## src/i2cms_pkg.sv

```systemverilog
`timescale 1ns / 1ps
// ----------------------------------------------------------------------------
// i2cms_pkg
// shared types and codes of the i2c master transaction sequencer
// ----------------------------------------------------------------------------
package i2cms_pkg;

  // function codes of an input word
  localparam logic [1:0] FUNC_TICK  = 2'd0;
  localparam logic [1:0] FUNC_START = 2'd1;
  localparam logic [1:0] FUNC_LOAD  = 2'd2;

  // bus command codes of a result word
  localparam logic [3:0] CMD_START    = 4'd0;
  localparam logic [3:0] CMD_ADDR     = 4'd1;
  localparam logic [3:0] CMD_DATA     = 4'd2;
  localparam logic [3:0] CMD_REQUEST  = 4'd3;
  localparam logic [3:0] CMD_ACK      = 4'd4;
  localparam logic [3:0] CMD_NACK     = 4'd5;
  localparam logic [3:0] CMD_RESTART  = 4'd6;
  localparam logic [3:0] CMD_STOP     = 4'd7;
  localparam logic [3:0] CMD_RECOVERY = 4'd8;
  localparam logic [3:0] CMD_COMPLETE = 4'd9;

  // result queue geometry
  localparam int RES_DEPTH = 8;
  localparam int RES_PTR_W = 3;
  localparam int RES_CNT_W = 4;
  localparam int RES_MAX   = 3;

  localparam logic [15:0] TIMEOUT_RESET = 16'd1000;

  typedef struct packed {
    logic [1:0] func;
    logic [6:0] dev_addr;
    logic       dir_read;
    logic       use_reg;
    logic [7:0] reg_addr;
    logic [4:0] length;
    logic [3:0] buf_index;
    logic [7:0] data_byte;
    logic       bus_free;
    logic       ack_seen;
    logic       tx_ready;
    logic       rx_ready;
  } item_t;

  typedef struct packed {
    logic [3:0] cmd;
    logic [7:0] cmd_byte;
    logic       status_error;
    logic       rx_valid;
    logic [7:0] rx_data;
    logic [3:0] rx_position;
    logic       last;
  } result_t;

endpackage

```

## src/i2cms_item_if.sv

```systemverilog
`timescale 1ns / 1ps
// ----------------------------------------------------------------------------
// i2cms_item_if
// valid/ready channel carrying one input word of the sequencer
// ----------------------------------------------------------------------------
interface i2cms_item_if;
  logic                valid;
  logic                ready;
  i2cms_pkg::item_t    data;

  modport source (output valid, output data, input ready);
  modport sink   (input valid, input data, output ready);
endinterface

```

## src/i2cms_result_if.sv

```systemverilog
`timescale 1ns / 1ps
// ----------------------------------------------------------------------------
// i2cms_result_if
// valid/ready channel carrying one bus command word of the sequencer
// ----------------------------------------------------------------------------
interface i2cms_result_if;
  logic                valid;
  logic                ready;
  i2cms_pkg::result_t  data;

  modport source (output valid, output data, input ready);
  modport sink   (input valid, input data, output ready);
endinterface

```

## src/i2c_master_transaction_sequencer_top.sv

```systemverilog
`timescale 1ns / 1ps
// ----------------------------------------------------------------------------
// i2c_master_transaction_sequencer_top
// tick driven i2c master sequencer with a queued command output
// ----------------------------------------------------------------------------
// usage
//   item   : input words; func selects poll tick, start transaction or
//            write buffer load. a start is taken only while idle
//   result : bus command words, zero to three per input word, the final one
//            of each word marked by last
//   cfg_we / cfg_wdata : writes timeout_limit, a wait fails once its count
//            of not-ready ticks exceeds it
// timing
//   every input word is handled in the cycle it is accepted; its commands
//   land in an 8 entry result queue and show on result from that register
//   in order, one command per cycle while result.ready is high
//   item accepts one word per cycle while the queue has room for three more
//   commands, so words with no commands (loads, starts, quiet ticks) flow
//   at one per cycle for as long as that room lasts
// reset / stall
//   rst clears the sequencer to idle, timeout_limit to 1000 and empties the
//   queue; the write buffer keeps its contents undefined until loaded
//   a stalled receiver fills the queue, then item.ready drops until it drains
// ----------------------------------------------------------------------------
module i2c_master_transaction_sequencer_top #(
  parameter int BUF_DEPTH = 16
) (
  input  logic                    clk,
  input  logic                    rst,
  i2cms_item_if.sink              item,
  i2cms_result_if.source          result,
  input  logic                    cfg_we,
  input  logic [15:0]             cfg_wdata
);

  // byte counters hold 0..BUF_DEPTH, buffer index holds 0..BUF_DEPTH-1
  localparam int LEN_W = $clog2(BUF_DEPTH + 1);
  localparam int IDX_W = (BUF_DEPTH > 1) ? $clog2(BUF_DEPTH) : 1;

  // sequencer phases
  localparam logic [3:0] PH_IDLE         = 4'd0;
  localparam logic [3:0] PH_STARTING     = 4'd1;
  localparam logic [3:0] PH_SELECT       = 4'd2;
  localparam logic [3:0] PH_RESTART      = 4'd3;
  localparam logic [3:0] PH_WAIT_RESTART = 4'd4;
  localparam logic [3:0] PH_WRITE        = 4'd5;
  localparam logic [3:0] PH_WAIT_TX      = 4'd6;
  localparam logic [3:0] PH_READ         = 4'd7;
  localparam logic [3:0] PH_WAIT_RX      = 4'd8;
  localparam logic [3:0] PH_STOP         = 4'd9;

  // control state
  logic [3:0]       phase, phase_next;
  logic [15:0]      wait_count, wait_count_next;
  logic [LEN_W-1:0] byte_pos, byte_pos_next;
  logic [1:0]       fail_streak, fail_streak_next;
  logic             bus_held, bus_held_next;
  logic [6:0]       target_addr, target_addr_next;
  logic             read_dir, read_dir_next;
  logic             reg_mode, reg_mode_next;
  logic [7:0]       reg_byte, reg_byte_next;
  logic [LEN_W-1:0] xfer_len, xfer_len_next;
  logic [15:0]      timeout_limit;

  // write buffer, read port is addressed by byte_pos_next so its output follows byte_pos
  logic [7:0]       wbuf [BUF_DEPTH];
  logic [7:0]       wbuf_rd;
  logic             load_we;
  logic [IDX_W-1:0] load_idx;
  logic [IDX_W-1:0] rd_idx_next;

  // result queue
  i2cms_pkg::result_t     resq [i2cms_pkg::RES_DEPTH];
  logic [i2cms_pkg::RES_PTR_W-1:0] wr_ptr, rd_ptr;
  logic [i2cms_pkg::RES_CNT_W-1:0] count;
  i2cms_pkg::result_t     res [i2cms_pkg::RES_MAX];
  logic [1:0]             n_res;
  logic                   accept;
  logic                   pop;

  // per word helpers
  logic                   do_fail;
  logic                   wait_ready;
  logic [16:0]            wait_inc;
  logic                   timed_out;
  logic [LEN_W-1:0]       pos_inc;
  logic [1:0]             streak_inc;
  logic                   len_ok;

  function automatic i2cms_pkg::result_t mk_res(
    input logic [3:0] cmd,
    input logic [7:0] cmd_byte,
    input logic       err,
    input logic       rv,
    input logic [7:0] rd,
    input logic [3:0] rp
  );
    i2cms_pkg::result_t r;
    r.cmd          = cmd;
    r.cmd_byte     = cmd_byte;
    r.status_error = err;
    r.rx_valid     = rv;
    r.rx_data      = rd;
    r.rx_position  = rp;
    r.last         = 1'b0;
    return r;
  endfunction

  // input side: room for a full burst of commands
  assign item.ready = (count <= i2cms_pkg::RES_CNT_W'(i2cms_pkg::RES_DEPTH - i2cms_pkg::RES_MAX));
  assign accept     = item.valid && item.ready;

  assign result.valid = (count != '0);
  assign result.data  = resq[rd_ptr];
  assign pop          = result.valid && result.ready;

  assign wait_inc   = {1'b0, wait_count} + 17'd1;
  assign timed_out  = wait_inc > {1'b0, timeout_limit};
  assign pos_inc    = byte_pos + LEN_W'(1);
  assign streak_inc = fail_streak + 2'd1;
  assign len_ok     = (item.data.length != 5'd0) &&
                      ({4'd0, item.data.length} <= 9'(BUF_DEPTH));

  assign load_we  = accept && (item.data.func == i2cms_pkg::FUNC_LOAD) &&
                    ({5'd0, item.data.buf_index} < 9'(BUF_DEPTH));
  assign load_idx = IDX_W'(item.data.buf_index);
  assign rd_idx_next = byte_pos_next[IDX_W-1:0];

  always_comb begin
    phase_next       = phase;
    wait_count_next  = wait_count;
    byte_pos_next    = byte_pos;
    fail_streak_next = fail_streak;
    bus_held_next    = bus_held;
    target_addr_next = target_addr;
    read_dir_next    = read_dir;
    reg_mode_next    = reg_mode;
    reg_byte_next    = reg_byte;
    xfer_len_next    = xfer_len;
    do_fail          = 1'b0;
    wait_ready       = 1'b0;
    n_res            = 2'd0;
    for (int i = 0; i < i2cms_pkg::RES_MAX; i++) begin
      res[i] = mk_res(i2cms_pkg::CMD_START, 8'd0, 1'b0, 1'b0, 8'd0, 4'd0);
    end

    if (accept) begin
      unique case (item.data.func)
        i2cms_pkg::FUNC_START: begin
          if (phase == PH_IDLE && len_ok) begin
            target_addr_next = item.data.dev_addr;
            read_dir_next    = item.data.dir_read;
            reg_mode_next    = item.data.use_reg;
            reg_byte_next    = item.data.reg_addr;
            xfer_len_next    = LEN_W'(item.data.length);
            byte_pos_next    = '0;
            wait_count_next  = '0;
            phase_next       = PH_STARTING;
          end
        end
        i2cms_pkg::FUNC_TICK: begin
          // shared ready wait for the restart, tx and rx wait phases
          if (phase == PH_RESTART || phase == PH_WAIT_TX) begin
            wait_ready = item.data.tx_ready;
          end else begin
            wait_ready = item.data.rx_ready;
          end

          unique case (phase)
            PH_STARTING: begin
              if (item.data.bus_free && !bus_held) begin
                bus_held_next = 1'b1;
                res[0] = mk_res(i2cms_pkg::CMD_START, 8'd0, 1'b0, 1'b0, 8'd0, 4'd0);
                res[1] = mk_res(i2cms_pkg::CMD_ADDR,
                                {target_addr, reg_mode ? 1'b0 : read_dir},
                                1'b0, 1'b0, 8'd0, 4'd0);
                n_res      = 2'd2;
                phase_next = PH_SELECT;
              end
            end
            PH_SELECT: begin
              if (!item.data.ack_seen) begin
                do_fail = 1'b1;
              end else begin
                byte_pos_next = '0;
                if (reg_mode) begin
                  res[0] = mk_res(i2cms_pkg::CMD_DATA, reg_byte, 1'b0, 1'b0, 8'd0, 4'd0);
                  n_res      = 2'd1;
                  phase_next = PH_RESTART;
                end else begin
                  phase_next = read_dir ? PH_READ : PH_WRITE;
                end
              end
            end
            PH_WAIT_RESTART: begin
              if (!item.data.ack_seen) begin
                do_fail = 1'b1;
              end else begin
                byte_pos_next = '0;
                phase_next    = PH_READ;
              end
            end
            PH_WRITE: begin
              res[0] = mk_res(i2cms_pkg::CMD_DATA, wbuf_rd, 1'b0, 1'b0, 8'd0, 4'd0);
              n_res      = 2'd1;
              phase_next = PH_WAIT_TX;
            end
            PH_READ: begin
              res[0] = mk_res(i2cms_pkg::CMD_REQUEST, 8'd0, 1'b0, 1'b0, 8'd0, 4'd0);
              n_res      = 2'd1;
              phase_next = PH_WAIT_RX;
            end
            PH_RESTART, PH_WAIT_TX, PH_WAIT_RX: begin
              if (!wait_ready) begin
                if (timed_out) begin
                  do_fail = 1'b1;
                end else begin
                  wait_count_next = wait_inc[15:0];
                end
              end else begin
                wait_count_next = '0;
                if (phase == PH_WAIT_RX) begin
                  byte_pos_next = pos_inc;
                  res[0] = mk_res((pos_inc == xfer_len) ? i2cms_pkg::CMD_NACK
                                                        : i2cms_pkg::CMD_ACK,
                                  8'd0, 1'b0, 1'b1, item.data.data_byte,
                                  4'(byte_pos));
                  n_res      = 2'd1;
                  phase_next = (pos_inc == xfer_len) ? PH_STOP : PH_READ;
                end else if (!item.data.ack_seen) begin
                  do_fail = 1'b1;
                end else if (phase == PH_RESTART) begin
                  res[0] = mk_res(i2cms_pkg::CMD_RESTART, {1'b0, target_addr},
                                  1'b0, 1'b0, 8'd0, 4'd0);
                  n_res         = 2'd1;
                  reg_mode_next = 1'b0;
                  phase_next    = PH_WAIT_RESTART;
                end else begin
                  byte_pos_next = pos_inc;
                  phase_next    = (pos_inc == xfer_len) ? PH_STOP : PH_WRITE;
                end
              end
            end
            PH_STOP: begin
              res[0] = mk_res(i2cms_pkg::CMD_STOP, 8'd0, 1'b0, 1'b0, 8'd0, 4'd0);
              res[1] = mk_res(i2cms_pkg::CMD_COMPLETE, 8'd0, 1'b0, 1'b0, 8'd0, 4'd0);
              n_res            = 2'd2;
              phase_next       = PH_IDLE;
              fail_streak_next = 2'd0;
              bus_held_next    = 1'b0;
            end
            default: begin
              phase_next = PH_IDLE;
            end
          endcase

          // failure always opens the word: stop, optional recovery, complete
          if (do_fail) begin
            phase_next      = PH_IDLE;
            wait_count_next = '0;
            bus_held_next   = 1'b0;
            res[0] = mk_res(i2cms_pkg::CMD_STOP, 8'd0, 1'b0, 1'b0, 8'd0, 4'd0);
            if (streak_inc == 2'd3) begin
              fail_streak_next = 2'd0;
              res[1] = mk_res(i2cms_pkg::CMD_RECOVERY, {1'b0, target_addr},
                              1'b0, 1'b0, 8'd0, 4'd0);
              res[2] = mk_res(i2cms_pkg::CMD_COMPLETE, 8'd0, 1'b1, 1'b0, 8'd0, 4'd0);
              n_res  = 2'd3;
            end else begin
              fail_streak_next = streak_inc;
              res[1] = mk_res(i2cms_pkg::CMD_COMPLETE, 8'd0, 1'b1, 1'b0, 8'd0, 4'd0);
              n_res  = 2'd2;
            end
          end
        end
        default: begin
        end
      endcase
    end

    // mark the final command of this word
    unique case (n_res)
      2'd1:    res[0].last = 1'b1;
      2'd2:    res[1].last = 1'b1;
      2'd3:    res[2].last = 1'b1;
      default: begin
      end
    endcase
  end

  // control registers
  always_ff @(posedge clk) begin
    if (rst) begin
      phase         <= PH_IDLE;
      wait_count    <= '0;
      byte_pos      <= '0;
      fail_streak   <= '0;
      bus_held      <= 1'b0;
      target_addr   <= '0;
      read_dir      <= 1'b0;
      reg_mode      <= 1'b0;
      reg_byte      <= '0;
      xfer_len      <= '0;
      timeout_limit <= i2cms_pkg::TIMEOUT_RESET;
    end else begin
      phase       <= phase_next;
      wait_count  <= wait_count_next;
      byte_pos    <= byte_pos_next;
      fail_streak <= fail_streak_next;
      bus_held    <= bus_held_next;
      target_addr <= target_addr_next;
      read_dir    <= read_dir_next;
      reg_mode    <= reg_mode_next;
      reg_byte    <= reg_byte_next;
      xfer_len    <= xfer_len_next;
      if (cfg_we) begin
        timeout_limit <= cfg_wdata;
      end
    end
  end

  // write buffer with a registered read that forwards a same-cycle load
  always_ff @(posedge clk) begin
    if (load_we) begin
      wbuf[load_idx] <= item.data.data_byte;
    end
    if (load_we && load_idx == rd_idx_next) begin
      wbuf_rd <= item.data.data_byte;
    end else begin
      wbuf_rd <= wbuf[rd_idx_next];
    end
  end

  // result queue payload
  always_ff @(posedge clk) begin
    for (int i = 0; i < i2cms_pkg::RES_MAX; i++) begin
      if (i < int'(n_res)) begin
        resq[wr_ptr + i2cms_pkg::RES_PTR_W'(i)] <= res[i];
      end
    end
  end

  // result queue pointers
  always_ff @(posedge clk) begin
    if (rst) begin
      wr_ptr <= '0;
      rd_ptr <= '0;
      count  <= '0;
    end else begin
      wr_ptr <= wr_ptr + i2cms_pkg::RES_PTR_W'(n_res);
      rd_ptr <= rd_ptr + i2cms_pkg::RES_PTR_W'(pop);
      count  <= count + i2cms_pkg::RES_CNT_W'(n_res) - i2cms_pkg::RES_CNT_W'(pop);
    end
  end

  // queue never overflows
  a_queue_bound: assert property (@(posedge clk) disable iff (rst)
    count <= i2cms_pkg::RES_CNT_W'(i2cms_pkg::RES_DEPTH))
    else $error("result queue overflow");

  // the bus is held only inside a transaction past the start phase
  a_bus_held_phase: assert property (@(posedge clk) disable iff (rst)
    bus_held |-> (phase != PH_IDLE && phase != PH_STARTING))
    else $error("bus held outside a transaction");

  // the failure streak wraps to zero on the third failure
  a_streak_range: assert property (@(posedge clk) disable iff (rst)
    fail_streak != 2'd3)
    else $error("failure streak reached three");

  // byte position never runs past the transfer length
  a_pos_bound: assert property (@(posedge clk) disable iff (rst)
    byte_pos <= xfer_len)
    else $error("byte position beyond transfer length");

  // a word with commands makes result valid in the following cycle
  a_push_visible: assert property (@(posedge clk) disable iff (rst)
    (n_res != 2'd0) |=> result.valid)
    else $error("queued command not presented");

endmodule

```

## src/flat_wrapper.sv

```systemverilog
// flat-port wrapper written by rule: the top's interface ports become plain ports
module i2c_master_transaction_sequencer_top_flat 
#(
  parameter int BUF_DEPTH = 16
)
  (clk, rst, cfg_we, cfg_wdata, item_valid, item_data, item_ready, result_valid, result_data, result_ready);
  i2cms_item_if item_i ();
  i2cms_result_if result_i ();
  input  logic clk;
  input  logic rst;
  input  logic cfg_we;
  input  logic [15:0] cfg_wdata;
  input wire logic [$bits(item_i.valid)-1:0] item_valid;
  input wire logic [$bits(item_i.data)-1:0] item_data;
  output wire logic [$bits(item_i.ready)-1:0] item_ready;
  output wire logic [$bits(result_i.valid)-1:0] result_valid;
  output wire logic [$bits(result_i.data)-1:0] result_data;
  input wire logic [$bits(result_i.ready)-1:0] result_ready;
  assign item_i.valid = item_valid;
  assign item_i.data = item_data;
  assign item_ready = item_i.ready;
  assign result_valid = result_i.valid;
  assign result_data = result_i.data;
  assign result_i.ready = result_ready;
  i2c_master_transaction_sequencer_top #(.BUF_DEPTH(BUF_DEPTH)) u_core (.clk(clk), .rst(rst), .item(item_i), .result(result_i), .cfg_we(cfg_we), .cfg_wdata(cfg_wdata));
endmodule
```

## config.mk

```make
export PLATFORM = sky130hd
export DESIGN_NAME = i2c_master_transaction_sequencer_top_flat
export DESIGN_NICKNAME = d
export VERILOG_FILES = /design/src/i2cms_pkg.sv /design/src/i2cms_item_if.sv /design/src/i2cms_result_if.sv /design/src/i2c_master_transaction_sequencer_top.sv /design/src/flat_wrapper.sv
export SDC_FILE = /design/constraint.sdc
export NUM_CORES = 1
export LEC_CHECK = 0
export BUFFER_PORTS_ARGS = -buffer_cell sky130_fd_sc_hd__buf_2
export CAP_MARGIN = 25
export CORE_MARGIN = 10
export CORE_UTILIZATION = 60
export CTS_CLUSTER_SIZE = 24
export DETAILED_ROUTE_END_ITERATION = 8
export PLACE_DENSITY = 0.77
export SLEW_MARGIN = 20
export SYNTH_ARGS = -nofsm -noshare
export SYNTH_HDL_FRONTEND = slang
export SYNTH_SLANG_ARGS = --single-unit
```

## constraint.sdc

```tcl
create_clock -name clk -period 5.1 [get_ports clk]
set_clock_uncertainty 0.15 [all_clocks]
set_input_delay 0.255 -clock clk [delete_from_list [all_inputs] [get_ports clk]]
set_output_delay 0.255 -clock clk [all_outputs]
set_load 0.05 [all_outputs]
```

Word level (Yosys, flattened, before mapping)
Memories as Yosys holds them, arrays and structs flattened. A register that Yosys moved wholly into a read port is not among the register bits.
Index checks and enable logic that the tools add are counted.

word-level totals
  memory bits (writable) = 344
  input port bits = 61
  register bits after elaboration = 76
  logic and storage cells = 185
  memories = 2

operators by class
  mux-type cells = 93
  $add $sub $neg = 9
  reductions and logical operators = 25
  eq/ne operators = 35
  $lt $le $gt $ge = 6

memories
  name         depth  bits a word  rd ports  clocked after Yosys merged registers in  wr ports  RTL line                                    RTL
  u_core.resq  8      27           1         1                                        3         i2c_master_transaction_sequencer_top.sv:73  i2cms_pkg::result_t resq [i2cms_pkg::RES_DEPTH];
  u_core.wbuf  16     8            1         1                                        1         i2c_master_transaction_sequencer_top.sv:66  logic [7:0] wbuf [BUF_DEPTH];

operator list
  kind                                                                   count
  81-bit 2-to-1 mux                                                      3
  27-bit case mux with 6 select lines                                    1
  27-bit 2-to-1 mux                                                      5
  16-bit 2-to-1 mux                                                      5
  27-bit case mux with 2 select lines                                    1
  4-bit 2-to-1 mux                                                       13
  24-bit 2-to-1 mux                                                      2
  1-bit 2-to-1 mux                                                       33
  16-bit case mux with 2 select lines                                    1
  5-bit 2-to-1 mux                                                       6
  26-bit 2-to-1 mux                                                      1
  25-bit 2-to-1 mux                                                      1
  2-bit 2-to-1 mux                                                       12
  4-bit case mux with 6 select lines                                     1
  8-bit AND reduction                                                    3
  5-bit case mux with 2 select lines                                     2
  16-bit by 1-bit adder with 17-bit output, second input constant        1
  17-bit by 16-bit greater-than comparator with 1-bit output             1
  4-bit by 3-bit equality test with 1-bit output, second input constant  4
  4-bit by 3-bit != test with 1-bit output, second input constant        4
  2-bit case mux with 5 select lines                                     1
  3-bit != test, second input constant                                   3
  2-bit equality test, second input constant                             4
  4-bit by 2-bit equality test with 1-bit output, second input constant  2
  40 further kinds                                                       58

Depth between registers and ports, before layout
Gate-level depths: netlist of the first run.

  depth in word-level cells = 15
  mapped depth = 23
  depth with buffers taken out = 21

Worst setup path after synthesis of the first run
Ideal clock, no wire load.

  path kind = register -> register
  start = register u_core.wait_count[0]
  end = register u_core.count[3] in the netlist's numbering
  library setup time = 128 ps
  arrival time = 4,037 ps
  path buffers = 2
  setup slack = 785 ps
  cell stages (with the launch flop) = 24
  required time = 4,822 ps
  path through = dfxtp_1 > ha_1 > nand3_1 > or2_2 > inv_1 > and3_1 > xor2_1 > ha_1 > nand4_1 > nor4_1 > nand4_1 > o21a_1 > buf_4 > a21oi_2 > nor2_4 > inv_2 > buf_6 > ha_1 > inv_1 > ha_1 > a21o_1 > a21oi_1 > xnor2_1 > nor2_1

between the ends
  word-level cells in the longest chain between the ends = 12

RTL lines
  element                                                     RTL line                                     RTL
  start: declaration                                          i2c_master_transaction_sequencer_top.sv:54   logic [15:0] wait_count, wait_count_next;
  start signal: assignment                                    i2c_master_transaction_sequencer_top.sv:307  wait_count <= wait_count_next;
  16-bit by 1-bit adder with 17-bit output                    i2c_master_transaction_sequencer_top.sv:117  assign wait_inc = {1'b0, wait_count} + 17'd1;
  17-bit by 16-bit greater-than comparator with 1-bit output  i2c_master_transaction_sequencer_top.sv:118  assign timed_out = wait_inc > {1'b0, timeout_limit};
  1-bit 2-to-1 mux                                            i2c_master_transaction_sequencer_top.sv:215  if (timed_out) begin
  1-bit 2-to-1 mux                                            i2c_master_transaction_sequencer_top.sv:214  if (!wait_ready) begin
  1-bit case mux with 2 select lines                          i2c_master_transaction_sequencer_top.sv:169  unique case (phase)
  1-bit 2-to-1 mux                                            i2c_master_transaction_sequencer_top.sv:148  unique case (item.data.func)
  1-bit 2-to-1 mux                                            i2c_master_transaction_sequencer_top.sv:147  if (accept) begin
  2-bit 2-to-1 mux                                            i2c_master_transaction_sequencer_top.sv:258  if (do_fail) begin
  2-bit 2-to-1 mux                                            i2c_master_transaction_sequencer_top.sv:148
  2-bit 2-to-1 mux                                            i2c_master_transaction_sequencer_top.sv:147
  4-bit by 2-bit adder with 4-bit output                      i2c_master_transaction_sequencer_top.sv:352  count <= count + i2cms_pkg::RES_CNT_W'(n_res) - i2cms_pkg::RES_CNT_W'(pop);
  4-bit by 1-bit subtractor with 4-bit output                 i2c_master_transaction_sequencer_top.sv:352
  end signal: assignment                                      i2c_master_transaction_sequencer_top.sv:352
  end: declaration                                            i2c_master_transaction_sequencer_top.sv:75   logic [i2cms_pkg::RES_CNT_W-1:0] count;

Every way passes these cells. The select of a mux whose other input is x is not followed.
A chain may end at the register's enable or synchronous reset.

Worst setup path in the final report of the first run
  start = register u_core.wait_count[2]
  end = register u_core.count[3] in the netlist's numbering

Same word-level chain as after synthesis.

==> reports/metrics.cfg, run 1 <==
[setup_path]
critPathMaxFanout = 10
r2r_start = u_core.wait_count[2]
cp.required_ps = 5360
reg2reg_slack_ps = 470
start_kind = flop
cp_num_buf_inv = 2
slowest_delay_ps = 630
crit_path_end_kind = flop
crit_top_cell = ha_1
path_class = flop to flop
cp_top_family = compound AO/OA/AOI/OAI gates
r2r-end = u_core.count[3]
critPathArrivalTime_ps = 4890
reg2reg_depth = 18
slowest_stage = a2111oi_2
crit_chain = nand3_1 > nor2_1 > xor2_1 > ha_1 > nand4_1 > nor3_1 > a2111oi_2 > o211ai_4 > a21oi_2 > nor2_4 > inv_2 > ha_1 > inv_1 > ha_1 > a21o_1 > a21oi_1 > xnor2_1 > nor2_1

[power_and_ir_drop]
p_int_mw = 5.92
switchingPower_mw = 1.98
p_leak_nw = 8.30
swShare_pct = 25.1
powerDensity_nw_per_um2 = 346
ir_drop_mv = 0.318
p_clk_share_pct = 41.6
power.share.combinational_pct = 10.9
seqPwrFrac_pct = 47.4

[clock_network]
numCtsBuffers = 43
clock-root-buffer = clkbuf_16
clkSlewWorstSetupHoldPaths_ps = 60
numClockSinks = 424
clk_path_buf_depth = 3
cts_max_level = 2
post_cts_buffers = 0
clock_latency_ps = 560
cts_tree = done

[global_routing]
antenna_found_initial = 1
grtUsageTotal_pct = 26.3
grt_pass1_vias = 15600
grt_max_degree = 68
overflow = 0
grt_pass1_wl_um = 87200

[cells_and_area]
layout_common_cells = nand2_1 (309), dfxtp_1 (261), a21oi_1 (172)
final_common_cell = nand2_1
final_area_um2 = 22800
drive_gt1_share_pct = 17.8
fin_nets = 2104
postLayoutCoreUtil_pct = 69.6
n_fill_cell = 2387
synthToLayoutAreaGrowth_pct = 13.6

[timing]
fmax_ghz = 0.216
slew_headroom_pct = 27.5
worst_pin_slew_ps = 1090
rsz0062_at_grt = false
period_share_pct = 90.7
report.final.slew_viol_count = 0
period_minus_slack_ps = 4630
finalHoldViolCount = 0
finalSetupTns_ps = 0
setup_viol = 0

[hold_path]
hold_end = u_core.rd_ptr[0]
hold_path_class = input port to flop
min_path_cells = 4
worstHoldStart = result_ready

[die]
die_y_um = 203
rows = 66
dieArea_um2 = 41200
io_pins = 90
core_um2 = 32800
die_x_um = 203
initial_utilization_pct = 61.3

[routing]
wirelength_um = 55100
route.detailed.drc = 0
drtIter0Drc = 1391
dr_total_vias = 15700
dr.pass1.iters = 7
final_antenna_net_count = 0
wire_per_inst_um = 22.2
drt-vias-per-instance = 6.29

[logic_synthesis]
ys_seq_area_share_pct = 50.2
synthCells = 1915
synth_seq_cells = 424
avgSynthCellArea_um2 = 10.5
synthFlopType = dfxtp_1
synth_cell_type_count = 87
ys_warn_count = 0
syn_nets = 2007
async_reset_ff_share_pct = 0
netlist_area_um2 = 20100
synth_edf_count = 160

[place]
placed_area_um2 = 20900
port_buffers = 89
hpwl_um = 37600
place.gp.congestion = 0.944

[run]
cap_violations = 0

[run_status]
status = completed

## worst max path at each step
| stage | start | to | cells past startpoint |
|---|---|---|---|
| global placement | u_core.wait_count[0] | u_core.resq[4][14] | 15 |
| global route | u_core.wait_count[2] | u_core.count[3] | 18 |
| CTS | u_core.wait_count[0] | u_core.resq[4][0] | 15 |
| floorplan | u_core.wait_count[0] | u_core.count[3] | 23 |
| detailed placement | u_core.wait_count[0] | u_core.count[3] | 19 |
| finish | u_core.wait_count[2] | u_core.count[3] | 18 |
## cells by family (layout without fill, tap and decap cells)
family	count (synthesis)	after routing	share of synthesized area (%)
adders and majority gates	31	31	2.01
xor gates and xnor gates	30	30	1.31
other	0	1	0
and+or+nand+nor	675	675	15.5
buffers and inverters	175	306	3.74
DFF	424	424	50.2
AOI/OAI and AO/OA	423	423	13.9
muxes	157	157	13.3
## layer usage
metal,global-route usage [%],share of wire [%],vias up
li1,-,-,7195
met1,35.1,41,7676
met2,43.6,49,700
met3,3.81,8.0,96
met4,8.15,2.5,0
met5,0,0,-
## synthesized netlist by cell type (5+ instances only)
master | n | area share (%)
xor2_1 | 13 | 0.57
a21o_1 | 18 | 0.67
xnor2_1 | 17 | 0.74
nor3_2 | 5 | 0.25
dfxtp_1 | 264 | 26
buf_4 | 5 | 0.19
mux4_2 | 86 | 9.6
a31oi_1 | 6 | 0.19
or2_2 | 5 | 0.16
mux2_2 | 27 | 1.5
nand2b_1 | 18 | 0.56
inv_1 | 43 | 0.80
buf_1 | 8 | 0.15
buf_2 | 27 | 0.67
ha_1 | 29 | 1.8
a211o_1 | 18 | 0.78
o221ai_1 | 5 | 0.22
nand4_1 | 17 | 0.53
o21ai_0 | 48 | 1.2
nor2_1 | 158 | 3.0
clkbuf_1 | 83 | 1.6
a22oi_1 | 7 | 0.26
buf_6 | 5 | 0.28
a211oi_1 | 58 | 2.2
and2_1 | 24 | 0.75
edfxtp_1 | 160 | 24
a221oi_1 | 10 | 0.44
o21a_1 | 15 | 0.56
nor2b_1 | 12 | 0.37
nand3_1 | 61 | 1.5
mux2i_1 | 44 | 2.2
nor4_1 | 6 | 0.19
and3_1 | 10 | 0.31
o211ai_1 | 7 | 0.26
nor3_1 | 18 | 0.45
a21oi_1 | 172 | 4.3
o22ai_1 | 16 | 0.50
nand2_1 | 309 | 5.8
## area by class of cell
class | instances | area, um^2 | area share (%)
Tap cell | 442 | 553 | 2.42
Sequential cell | 424 | 10100 | 44.2
Clock buffer | 65 | 1280 | 5.61
Inverter | 44 | 165 | 0.724
Clock inverter | 14 | 204 | 0.893
Antenna cell | 1 | 2.50 | 0.0110
Timing Repair Buffer | 183 | 1270 | 5.56
Multi-Input combinational cell | 1316 | 9260 | 40.6
## registers in the layout, summed over array words and instances (netlist names), 2 cells and up, named ones only
name,flops
u_core.byte_pos,5
u_core.wr_ptr,3
u_core.phase,4
u_core.resq,216
u_core.timeout_limit,16
u_core.fail_streak,2
u_core.target_addr,7
u_core.count,4
u_core.rd_ptr,3
u_core.xfer_len,5
u_core.wbuf,128
u_core.wait_count,16
u_core.reg_byte,8
## metrics by stage
stage,power (mW),worst slack (ps),instances,hold WS (ps)
5_1_grt,8.16,51.9,2489,103
6_report,7.91,474,2489,28.0
4_1_cts,7.94,474,2488,21.0
3_5_place_dp,4.66,492,2362,287
3_3_place_gp,4.65,611,2362,277
2_1_floorplan,4.42,785,1915,204
## repair_timing
action,in CTS,in global routing
endpoints found under the setup margin,0,5
gates resized for setup,0,2
hold buffers,47,0
hold endpoints to repair,168,0
## power groups by stage
stage                     combinational (mW)  clock, mW  sequential (mW)
after floorplan                        0.736          0             3.68
after global placement                 0.830          0             3.82
after detailed placement               0.837          0             3.82
after CTS                              0.869       3.32             3.75
after global routing                   0.938       3.46             3.77
final                                  0.866       3.29             3.75
## worst min-delay path, cell delays in order
cell	delay, ps
buf_2	70
and2_1	140
ha_1	130
nor2b_1	100
No activity file was read; power rests on OpenSTA's default activity.
==> run 2: changes to the inputs <==
--- a/config.mk
+++ b/config.mk
@@ -5,6 +5,7 @@
 export SDC_FILE = /design/constraint.sdc
 export NUM_CORES = 1
 export LEC_CHECK = 0
+export ABC_AREA = 1
 export BUFFER_PORTS_ARGS = -buffer_cell sky130_fd_sc_hd__buf_2
 export CAP_MARGIN = 25
 export CORE_MARGIN = 10
==> reports/metrics.cfg, run 2 <==
[routing]
drtIter0Drc = 1982  ; +42%
dr.pass1.iters = 7  ; unchanged
final_antenna_net_count = 0  ; unchanged
wire_per_inst_um = 19.3  ; -13%
dr_total_vias = 19200  ; +23%
drt-vias-per-instance = 5.96  ; -5.3%
wirelength_um = 62300  ; +13%
route.detailed.drc = 0  ; unchanged

[setup_path]
setup.worst_path.end = u_core.wr_ptr[2]
reg2reg_slack_ps = 440  ; -40 ps
r2r-end = u_core.wr_ptr[2]
r2r_start = u_core.wait_count[0]
crit_path_start = u_core.wait_count[0]
reg2reg_depth = 25  ; +7
path_class = flop to flop
start_kind = flop
cp.required_ps = 5370  ; about the same
critPathMaxFanout = 13  ; +3
crit_path_end_kind = flop
critPathArrivalTime_ps = 4930  ; +40 ps

[timing]
fmax_ghz = 0.214  ; -0.82%
slew_headroom_pct = 33.5  ; +6.1 points
finalHoldViolCount = 0  ; unchanged
finalSetupTns_ps = 0  ; unchanged
setup_viol = 0  ; unchanged
report.final.slew_viol_count = 0  ; unchanged
worst_pin_slew_ps = 996  ; -91.4 ps
period_share_pct = 91.5  ; +0.75 points
rsz0062_at_grt = false
period_minus_slack_ps = 4660  ; +38.5 ps

[power_and_ir_drop]
switchingPower_mw = 3.31  ; +67%
power.share.combinational_pct = 25.6  ; +15 points
ir_drop_mv = 0.502  ; +58%
p_clk_share_pct = 34.2  ; -7.4 points
seqPwrFrac_pct = 40.2  ; -7.2 points
finalPower_mw = 9.47  ; +20%
p_leak_nw = 9.86  ; +19%
p_int_mw = 6.16  ; +4.0%
powerDensity_nw_per_um2 = 407  ; +18%
swShare_pct = 34.9  ; +9.8 points

[place]
hpwl_um = 40400  ; +7.6%
port_buffers = 89  ; unchanged
place.gp.congestion = 1.00  ; +5.9%
placed_area_um2 = 21200  ; +1.5%
place_inst = 3081  ; +30%

[die]
dieArea_um2 = 41700  ; +1.3%
io_pins = 90  ; unchanged
initial_utilization_pct = 60.8  ; -0.49 points
core_um2 = 33500  ; +2.3%
rows = 67  ; +1.5%
die_y_um = 204  ; +0.66%
die_x_um = 204  ; +0.66%

[cells_and_area]
layout_common_cells = nor2_1 (614), o21ai_0 (367), nand2_1 (364)
final_cells = 3219  ; +29%
synthToLayoutAreaGrowth_pct = 14.0
final_area_um2 = 23200  ; +1.8%
top_regs = u_core.resq (216), u_core.wbuf (128)
fin_nets = 2830  ; +35%
drive_gt1_share_pct = 9.89  ; -7.9 points
top_register = u_core.resq
postLayoutCoreUtil_pct = 69.3  ; -0.30 points
largest_reg_flops = 216  ; unchanged
final_common_cell = nor2_1
insertedDiodeCount = 0  ; -1
n_fill_cell = 2726  ; +14%

[clock_network]
numClockSinks = 424  ; unchanged
clock-root-buffer = clkbuf_16
numCtsBuffers = 44  ; +2.3%
clk_path_buf_depth = 3  ; unchanged
clock_latency_ps = 570  ; about the same
post_cts_buffers = 0  ; unchanged
clkSlewWorstSetupHoldPaths_ps = 60  ; about the same
cts_tree = done
cts_max_level = 2  ; unchanged

[run]
cap_violations = 0  ; unchanged

[logic_synthesis]
ys_warn_count = 0  ; unchanged
synth_edf_count = 160  ; unchanged
synth_seq_cells = 424  ; unchanged
synth_cell_type_count = 55  ; -37%
ys_seq_area_share_pct = 49.5  ; -0.73 points
synth_top_cells_by_area = dfxtp_1 (26%), edfxtp_1 (24%), nor2_1 (11%)
yosysTopAreaCell = dfxtp_1
synthCells = 2624  ; +37%
yosysMostFrequentCell = nor2_1
async_reset_ff_share_pct = 0  ; unchanged
netlist.area_leader.share_pct = 25.9  ; -0.38 points
synth_commonest_cells = nor2_1 (614), o21ai_0 (367), nand2_1 (364)
synthFlopType = dfxtp_1
syn_nets = 2716  ; +35%
netlist_area_um2 = 20400  ; +1.5%
avgSynthCellArea_um2 = 7.77  ; -26%

[global_routing]
overflow = 0  ; unchanged
antenna_found_initial = 0  ; -1
grt_pass1_wl_um = 97600  ; +12%
grtUsageTotal_pct = 29.1  ; +2.8 points
grt_max_degree = 67  ; -1.5%
grt_pass1_vias = 18100  ; +16%

[hold_path]
worstHoldStart = result_ready
hold_path_class = input port to flop

[run_status]
status = completed

run 2: final cells by class:
class	instances	area, um^2	area share (%)
clock buffers	64	1290	5.53
clock inverters	15	183	0.786
inverters	206	779	3.35
multi-input cells	1864	8930	38.4
flip-flops and latches	424	10100	43.4
well taps	448	561	2.41
repair buffers	198	1420	6.09
run 2: what timing repair did:
action / CTS / global route
hold buffers: 58 / 0
endpoints found under the hold margin: 166 / 0
endpoints found under the setup margin: 0 / 41
gates resized for setup: 0 / 1
run 2: worst min-delay path by stage:
stage / to / cells past startpoint
2_1_floorplan: u_core.wbuf[0][0] / 0
3_3_place_gp: u_core.resq[6][15] / 2
3_5_place_dp: u_core.resq[6][15] / 2
4_1_cts: u_core.timeout_limit[0] / 3
5_1_grt: u_core.timeout_limit[0] / 3
6_report: u_core.rd_ptr[0] / 5
run 2: cells by family after synthesis:
family	count (synthesis)	synth area share, %
flops	424	49.5
fa+ha+maj	31	1.98
simple gates	1210	24.9
xor+xnor	25	1.07
buf+inv	336	6.78
compound gates	598	15.8
run 2: worst max-delay path: stages, from the launching register on:
cell and delay (ps):
dfxtp_1 400, ha_1 210, nand2_1 60, nor2_1 200
nand2_1 200, nor4b_2 370, nand2_1 110, xnor2_1 160
ha_1 300, nand2_1 50, nor2_1 150, nand3_1 100
nor2_1 80, o21ai_0 80, nand2_1 80, nand2_1 70
nand2_2 130, nand2_4 130, nand2_1 100, nand3_2 150
inv_1 330, ha_1 210, inv_1 50, fa_1 430
xor2_1 150, nor2_1 50
run 2: metal layers:
| layer | vias to the layer above | wire (um) | GRT usage, % |
|---|---|---|---|
| met5 | - | 0 | 0 |
| met4 | 0 | 2160 | 11.1 |
| met3 | 182 | 6660 | 4.45 |
| met2 | 1107 | 28200 | 46.2 |
| met1 | 8898 | 25300 | 39.4 |
| li1 | 9007 | - | - |
run 2: power by group through the flow:
stage               Combinational, mW  Sequential (mW)  Clock (mW)
detailed placement               2.35             3.87           0
CTS                              2.40             3.80        3.25
floorplan                        1.79             3.78           0
global route                     2.63             3.82        3.38
global placement                 2.33             3.87           0
finish                           2.42             3.81        3.24
run 2: through the flow:
step	hold slack, ps	setup WS [ps]
floorplan	204	1020
global placement	277	531
detailed placement	283	324
CTS	11.6	290
global route	112	31.4
finish	61.1	436
